[src/hw/rtl/fesg_pkg.sv]
// Package for the filled ellipse span generator.
// Holds the sequencer state type and the request action codes; no dependencies.
`default_nettype none

package fesg_pkg;

  localparam logic ACT_START    = 1'b0;
  localparam logic ACT_CONTINUE = 1'b1;

  typedef enum logic [3:0] {
    ST_IDLE,
    ST_SQ_A,
    ST_SQ_B,
    ST_INIT,
    ST_LOAD,
    ST_CHECK,
    ST_ADD_X,
    ST_ADD_Y,
    ST_OUT_UP,
    ST_OUT_LO
  } fesg_state_t;

endpackage

`default_nettype wire

[src/hw/rtl/filled_ellipse_span_generator.sv]
// Top level of the filled ellipse span generator: sequencer plus one shared multiplier.
// Depends on fesg_pkg for the state type and action codes.
//
// Usage:
//   in_*  : one request per row pair. tuser = action (start or continue), tdata carries
//           center and radii, read only on start. A continue with no shape running is dropped.
//   out_* : two spans per request not dropped, upper row first, then lower row with tlast set.
//           tuser flags the final row (y = 0), after which the shape is finished.
// Sequence:
//   in_tready is high only while idle; one request is processed at a time.
//   Start: setup states SQ_A, SQ_B, INIT and LOAD (a*a, b*b, b*b*a, load), then the row step.
//   Row step: CHECK and ADD_X alternate once per x advance of that row, then a final CHECK
//   and the ADD_Y error update; each CHECK feeds the single registered multiplier, whose
//   product the ADD state accumulates. Then the output states OUT_UP and OUT_LO.
// Stalls: a span waits in out_tdata while out_tready is low; the sequencer holds.
// Reset: rst_n (synchronous, active low) returns to idle with no shape running.
`default_nettype none

module filled_ellipse_span_generator #(
  parameter int RADIUS_BITS = 12,
  parameter int COORD_BITS  = 16,
  localparam int IN_W  = ((2 * COORD_BITS + 2 * RADIUS_BITS + 7) / 8) * 8,
  localparam int OUT_W = ((3 * (COORD_BITS + 1) + 7) / 8) * 8
) (
  input  wire logic             clk,
  input  wire logic             rst_n,
  input  wire logic             in_tvalid,
  output logic                  in_tready,
  // center_x, center_y, radius_x, radius_y
  input  wire logic [IN_W-1:0]  in_tdata,
  // action
  input  wire logic             in_tuser,
  output logic                  out_tvalid,
  input  wire logic             out_tready,
  // span_left, span_right, span_row
  output logic [OUT_W-1:0]      out_tdata,
  output logic                  out_tlast,
  // shape_done
  output logic                  out_tuser
);

  localparam int R   = RADIUS_BITS;
  localparam int C   = COORD_BITS;
  localparam int XW  = R + 2;
  localparam int MB  = R + 4;
  localparam int PW  = 2 * R + 1 + MB;
  localparam int EW  = PW + 1;
  localparam int SW  = ((C > XW) ? C : XW) + 2;
  localparam int OW  = C + 1;

  fesg_pkg::fesg_state_t state_r, state_nxt;

  logic                 active_r;
  logic [XW-1:0]        x_r;
  logic [R-1:0]         y_r;
  logic signed [EW-1:0] err_r;
  logic signed [C-1:0]  xc_r, yc_r;
  logic [R-1:0]         ra_r, rb_r;
  logic [2*R-1:0]       asq_r, bsq_r;
  logic signed [PW-1:0] prod_r;

  logic [2*R-1:0]       mul_a;
  logic signed [MB-1:0] mul_b;
  logic signed [PW-1:0] prod_nxt;
  logic signed [EW-1:0] prod_ext;
  logic signed [MB-1:0] y_twice;

  logic in_fire, out_fire;
  logic in_start;

  logic signed [SW-1:0] xc_ext, yc_ext, x_ext, y_ext;
  logic signed [SW-1:0] left_w, right_w, row_w;

  assign in_fire  = in_tvalid && in_tready;
  assign out_fire = out_tvalid && out_tready;
  assign in_start = (in_tuser == fesg_pkg::ACT_START);

  assign y_twice  = {{(MB-R-1){1'b0}}, y_r, 1'b0};
  assign prod_nxt = $signed({1'b0, mul_a}) * mul_b;
  assign prod_ext = {{(EW-PW){prod_r[PW-1]}}, prod_r};

  // next state
  always_comb begin
    state_nxt = state_r;
    unique case (state_r)
      fesg_pkg::ST_IDLE: begin
        if (in_fire) begin
          if (in_start) state_nxt = fesg_pkg::ST_SQ_A;
          else if (active_r) state_nxt = fesg_pkg::ST_CHECK;
        end
      end
      fesg_pkg::ST_SQ_A:  state_nxt = fesg_pkg::ST_SQ_B;
      fesg_pkg::ST_SQ_B:  state_nxt = fesg_pkg::ST_INIT;
      fesg_pkg::ST_INIT:  state_nxt = fesg_pkg::ST_LOAD;
      fesg_pkg::ST_LOAD:  state_nxt = fesg_pkg::ST_CHECK;
      fesg_pkg::ST_CHECK: begin
        if (err_r[EW-1]) state_nxt = fesg_pkg::ST_ADD_X;
        else state_nxt = fesg_pkg::ST_ADD_Y;
      end
      fesg_pkg::ST_ADD_X: state_nxt = fesg_pkg::ST_CHECK;
      fesg_pkg::ST_ADD_Y: state_nxt = fesg_pkg::ST_OUT_UP;
      fesg_pkg::ST_OUT_UP: begin
        if (out_fire) state_nxt = fesg_pkg::ST_OUT_LO;
      end
      fesg_pkg::ST_OUT_LO: begin
        if (out_fire) state_nxt = fesg_pkg::ST_IDLE;
      end
      default: state_nxt = fesg_pkg::ST_IDLE;
    endcase
  end

  // outputs and multiplier operand select
  always_comb begin
    in_tready  = (state_r == fesg_pkg::ST_IDLE);
    out_tvalid = (state_r == fesg_pkg::ST_OUT_UP) || (state_r == fesg_pkg::ST_OUT_LO);
    out_tlast  = (state_r == fesg_pkg::ST_OUT_LO);
    out_tuser  = (y_r == '0);
    mul_a = {{R{1'b0}}, ra_r};
    mul_b = {{(MB-R){1'b0}}, ra_r};
    unique case (state_r)
      fesg_pkg::ST_SQ_B: begin
        mul_a = {{R{1'b0}}, rb_r};
        mul_b = {{(MB-R){1'b0}}, rb_r};
      end
      fesg_pkg::ST_INIT: begin
        mul_a = prod_r[2*R-1:0];
        mul_b = {{(MB-R){1'b0}}, ra_r};
      end
      fesg_pkg::ST_CHECK: begin
        if (err_r[EW-1]) begin
          mul_a = bsq_r;
          mul_b = {{(MB-XW-1){1'b0}}, x_r, 1'b1};
        end else begin
          mul_a = asq_r;
          mul_b = {{(MB-1){1'b0}}, 1'b1} - y_twice;
        end
      end
      default: begin
      end
    endcase
  end

  assign xc_ext  = {{(SW-C){xc_r[C-1]}}, xc_r};
  assign yc_ext  = {{(SW-C){yc_r[C-1]}}, yc_r};
  assign x_ext   = {{(SW-XW){1'b0}}, x_r};
  assign y_ext   = {{(SW-R){1'b0}}, y_r};
  assign left_w  = xc_ext - x_ext + {{(SW-1){1'b0}}, 1'b1};
  assign right_w = xc_ext + x_ext - {{(SW-1){1'b0}}, 1'b1};
  assign row_w   = (state_r == fesg_pkg::ST_OUT_LO) ? (yc_ext + y_ext) : (yc_ext - y_ext);

  always_comb begin
    out_tdata = '0;
    out_tdata[OW-1:0]      = left_w[OW-1:0];
    out_tdata[2*OW-1:OW]   = right_w[OW-1:0];
    out_tdata[3*OW-1:2*OW] = row_w[OW-1:0];
  end

  always_ff @(posedge clk) begin
    if (!rst_n) begin
      state_r  <= fesg_pkg::ST_IDLE;
      active_r <= 1'b0;
    end else begin
      state_r <= state_nxt;
      if (in_fire && in_start) active_r <= 1'b1;
      if ((state_r == fesg_pkg::ST_OUT_LO) && out_fire && (y_r == '0)) active_r <= 1'b0;
    end
  end

  always_ff @(posedge clk) begin
    prod_r <= prod_nxt;
    unique case (state_r)
      fesg_pkg::ST_IDLE: begin
        if (in_fire && in_start) begin
          xc_r <= in_tdata[C-1:0];
          yc_r <= in_tdata[2*C-1:C];
          ra_r <= in_tdata[2*C+R-1:2*C];
          rb_r <= in_tdata[2*C+2*R-1:2*C+R];
          y_r  <= in_tdata[2*C+2*R-1:2*C+R];
          x_r  <= '0;
        end
      end
      fesg_pkg::ST_SQ_B:  asq_r <= prod_r[2*R-1:0];
      fesg_pkg::ST_INIT:  bsq_r <= prod_r[2*R-1:0];
      fesg_pkg::ST_LOAD:  err_r <= -prod_ext;
      fesg_pkg::ST_ADD_X: begin
        err_r <= err_r + prod_ext;
        x_r   <= x_r + {{(XW-1){1'b0}}, 1'b1};
      end
      fesg_pkg::ST_ADD_Y: err_r <= err_r + prod_ext;
      fesg_pkg::ST_OUT_LO: begin
        if (out_fire && (y_r != '0)) y_r <= y_r - {{(R-1){1'b0}}, 1'b1};
      end
      default: begin
      end
    endcase
  end

endmodule

`default_nettype wire

[config.mk]
export PLATFORM = sky130hd
export DESIGN_NAME = filled_ellipse_span_generator
export DESIGN_NICKNAME = d
export VERILOG_FILES = /design/src/hw/rtl/fesg_pkg.sv /design/src/hw/rtl/filled_ellipse_span_generator.sv
export SDC_FILE = /design/constraint.sdc
export NUM_CORES = 2
export LEC_CHECK = 0
export ABC_AREA = 1
export BUFFER_PORTS_ARGS = -buffer_cell sky130_fd_sc_hd__buf_2
export CAP_MARGIN = 10
export CELL_PAD_IN_SITES_DETAIL_PLACEMENT = 1
export CELL_PAD_IN_SITES_GLOBAL_PLACEMENT = 1
export CORE_ASPECT_RATIO = 1.5
export CORE_MARGIN = 3
export CORE_UTILIZATION = 48
export DETAILED_ROUTE_END_ITERATION = 8
export PLACE_DENSITY = 0.83
export SYNTH_ARGS = -nofsm -noshare
export SYNTH_HDL_FRONTEND = slang
export SYNTH_SLANG_ARGS = --single-unit
export TNS_END_PERCENT = 50
[constraint.sdc]
create_clock -name clk -period 6.9 [get_ports clk]
set_clock_uncertainty 0.1 [all_clocks]
set_input_delay 0.69 -clock clk [delete_from_list [all_inputs] [get_ports clk]]
set_output_delay 0.69 -clock clk [all_outputs]
set_load 0.02 [all_outputs]
==> summary.md <==
| Metric | Value |
|---|---|
| CP Max Fanout | `19` |
| Synth Area in Simple Gates | `0.228` |
| Crit path time final | `roughly 7.2 ns` |
| GRT overflow | `0` |
| Synth Flop Type | `edfxtp_1` |
| CTS tree | `built` |
| Final Cycle Share | `1.04` |
| Synthesized flop and latch total | `between 200 and 250` |
| Inserted Clock Buffers | `26` |
| Routed Antenna Nets | `0` |
| Drt initial violations | `about 2000` |
| Largest net degree at the start of global routing | `around 60` |
| Total track usage | `0.354` |
| Synth Instances | `about 3800` |
| Final #Nets | `about 4800` |
| Post-synthesis xor/xnor area fraction | `0.0326` |
| Rows | `approximately 110` |
| Highest clock rate | `0.139 GHz` |
| Compound-Gate Fraction of Synth Area | `0.0787` |
| Post-synthesis mux area share | `0.000348` |
| Violated checks | `setup timing` |
| Clock slew seen by the registers of the worst setup and hold paths | `0.07 ns` |
| Layout area overhead | `19.2%` |
| Critical Path RT | `7.27 ns` |
| Mean Syn Cell Area | `approximately 7.7 sq um` |
| IO buf count | `between 100 and 150` |
| Clk sinks | `between 200 and 250` |
| HP Class | `primary input to register` |
| Final WL | `roughly 120000 um` |
| Setup ws final | `-0.287 ns` |
| Vias per std cell | `5.76` |
| Post-synth EDFFs | `172` |
| DP HPWL | `roughly 92000 um` |
| Register area share after synthesis | `0.211` |
| Status | `complete, but fails checks` |
| Worst hold slack | `0.178 ns` |
| Die W | `206 um` |
| Synth warnings | `0` |
| Synth Area in Adders | `0.327` |
| Routability cong. | `between 0.9 and 1` |
| Setup crit start kind | `register` |
| Vias in the first global route | `between 30000 and 40000` |
| # hold bufs at CTS | `0` |
| R2r setup slk | `-0.29 ns` |
| Wire per inst | `approximately 25 um` |
| Initial antenna violation count | `7` |
| First-pass GRT wire length | `about 170000 um` |
| Pre-antenna DRT Iters | `5` |
| Synthesized cell area | `approximately 29000 sq um` |
| CP endpoint kind | `register` |
| Unrepaired setup endpoints after global routing | `yes` |
| Largest family of logic cells by synthesized area | `adder cells` |
| Die Y | `306 um` |
| Synth cell types | `62` |
| Arrival time worst endpoint | `between 7 and 8 ns` |
| Final hold vios | `0` |
| Final Util | `0.580` |
| Relative slew slack | `0.391` |
| Slew Limit Fails | `0` |
| # DRC | `0` |
| Total of max-cap violations | `0` |
| Die ar. | `roughly 63000 sq um` |
| Worst-Skew Late Latency | `around 0.60 ns` |
| Io pins | `roughly 120` |
| Root buf cell | `clkbuf_16` |
| Critical path class | `register to register` |
| Max clock buf depth | `3` |
| Filler cells | `about 7400` |
| Worst Max-Slew Pin Slew | `approximately 0.90 ns` |
| H-tree levels | `1` |
| Core area | `approximately 60000 sq um` |
| DR vias | `approximately 28000` |
| Initial Utilization | `0.486` |
| Ys async rst share | `0` |
| Fraction of layout cells with a size suffix above 1 | `0.185` |
| Final setup fails | `26` |
worst max-delay path, cell delays in order (launching register included):
cell,delay (ns)
edfxtp_1,0.48
clkinv_4,0.14
buf_4,0.19
o21ai_2,0.50
o221ai_2,0.23
buf_12,0.22
inv_2,0.15
nor2_1,0.09
fa_1,0.50
inv_1,0.08
fa_1,0.57
inv_1,0.08
fa_1,0.52
inv_1,0.06
fa_1,0.56
fa_1,0.45
fa_1,0.52
inv_1,0.06
ha_1,0.41
nand2_1,0.17
nor2_2,0.13
inv_1,0.09
nor3_1,0.20
nand2_1,0.12
nand2_2,0.15
nand2_1,0.11
nand3_1,0.09
nand2_1,0.09
layout by cell type, fill, tap and decap left out, types with 24 or more instances in the layout:
cell,instances
nor2_4,27
nor2_1,382
xnor2_1,31
buf_2,115
nor2_2,35
edfxtp_1,172
dfxtp_1,42
clkbuf_16,27
nand2_2,35
buf_4,264
o21ai_0,101
ha_1,236
a21oi_2,28
a21oi_1,128
nor3_1,24
inv_2,31
nand3_1,151
nand2_1,860
fa_1,298
inv_1,755
xor2_1,70
Yosys cell counts, types with 31 or more instances:
cell,number,share of area
buf_2,31,0.0054
edfxtp_1,172,0.18
a21oi_1,158,0.027
nor2_1,426,0.056
ha_1,256,0.11
nor3_1,31,0.0054
xor2_1,75,0.023
o21ai_0,115,0.020
dfxtp_1,46,0.032
nand3_1,160,0.028
fa_1,310,0.22
nand2_1,896,0.12
inv_1,770,0.10
xnor2_1,32,0.0097
worst paths after layout:
path | depth (start not counted) | start | to
max | 27 | err_r[41]$_DFFE_PP_ | prod_r[26]$_DFF_P_
min | 1 | in_tdata[4] | xc_r[4]$_DFFE_PP_
max reg2reg | 27 | err_r[41]$_DFFE_PP_ | prod_r[26]$_DFF_P_
min reg2reg | 0 | prod_r[1]$_DFF_P_ | asq_r[1]$_DFFE_PN_
cell families (layout without fill, tap and decap cells):
logic type	after synthesis	after routing
buffers and inverters	875	1259
other	1	9
and+or+nand+nor	1607	1607
adders and majority gates	566	566
xor gates and xnor gates	107	107
AOI/OAI and AO/OA	382	382
DFF	218	218
muxes	1	1
cell type report:
cell class / instances / area [sq um] / share of cell area
multi-input combinational: 2668 / 20300 / 0.591
antenna: 4 / 10.0 / 0.000292
tap: 777 / 972 / 0.0283
clock buffer: 29 / 682 / 0.0199
timing repair inverter: 2 / 15.0 / 0.000438
clock inverter: 19 / 218 / 0.00634
sequential: 218 / 6100 / 0.178
timing repair buffer: 406 / 2960 / 0.0862
inverter: 803 / 3080 / 0.0897
routing by layer:
layer,track usage,vias to the layer above,share of wire
li1,-,12300,-
met2,0.630,1445,0.48
met1,0.373,13900,0.33
met5,0,-,0.00040
met3,0.0579,700,0.077
met4,0.257,6,0.11
through the flow:
stage / setup slack (ns) / setup TNS (ns) / std cells / cell area (sq um)
final: -0.287 / -3.39 / 4926 / 34300
after global routing: -0.426 / -7.58 / 4922 / 34300
after CTS: -0.00524 / -0.00524 / 4858 / 32700
after detailed placement: -0.211 / -1.85 / 4806 / 31700
after global placement: -0.138 / -0.284 / 4806 / 31700
after floorplan: 0.556 / 0 / 3761 / 28800
registers in the layout, indices dropped and copies added (netlist names), 12 cells and up:
| name | count |
|---|---|
| asq_r | 24 |
| bsq_r | 24 |
| err_r | 42 |
| prod_r | 41 |
| ra_r | 12 |
| rb_r | 12 |
| x_r | 14 |
| xc_r | 16 |
| y_r | 12 |
| yc_r | 16 |
what timing repair did:
action                     4_1_cts  5_1_grt
setup buffers                    4       63
gates resized for setup         34      280
cloned                           0        3
setup endpoints to repair       20       30
pin swaps                        4      111
Power is not shown: default switching activity piles up to over one toggle a cycle in this logic, so the estimate is an artifact.
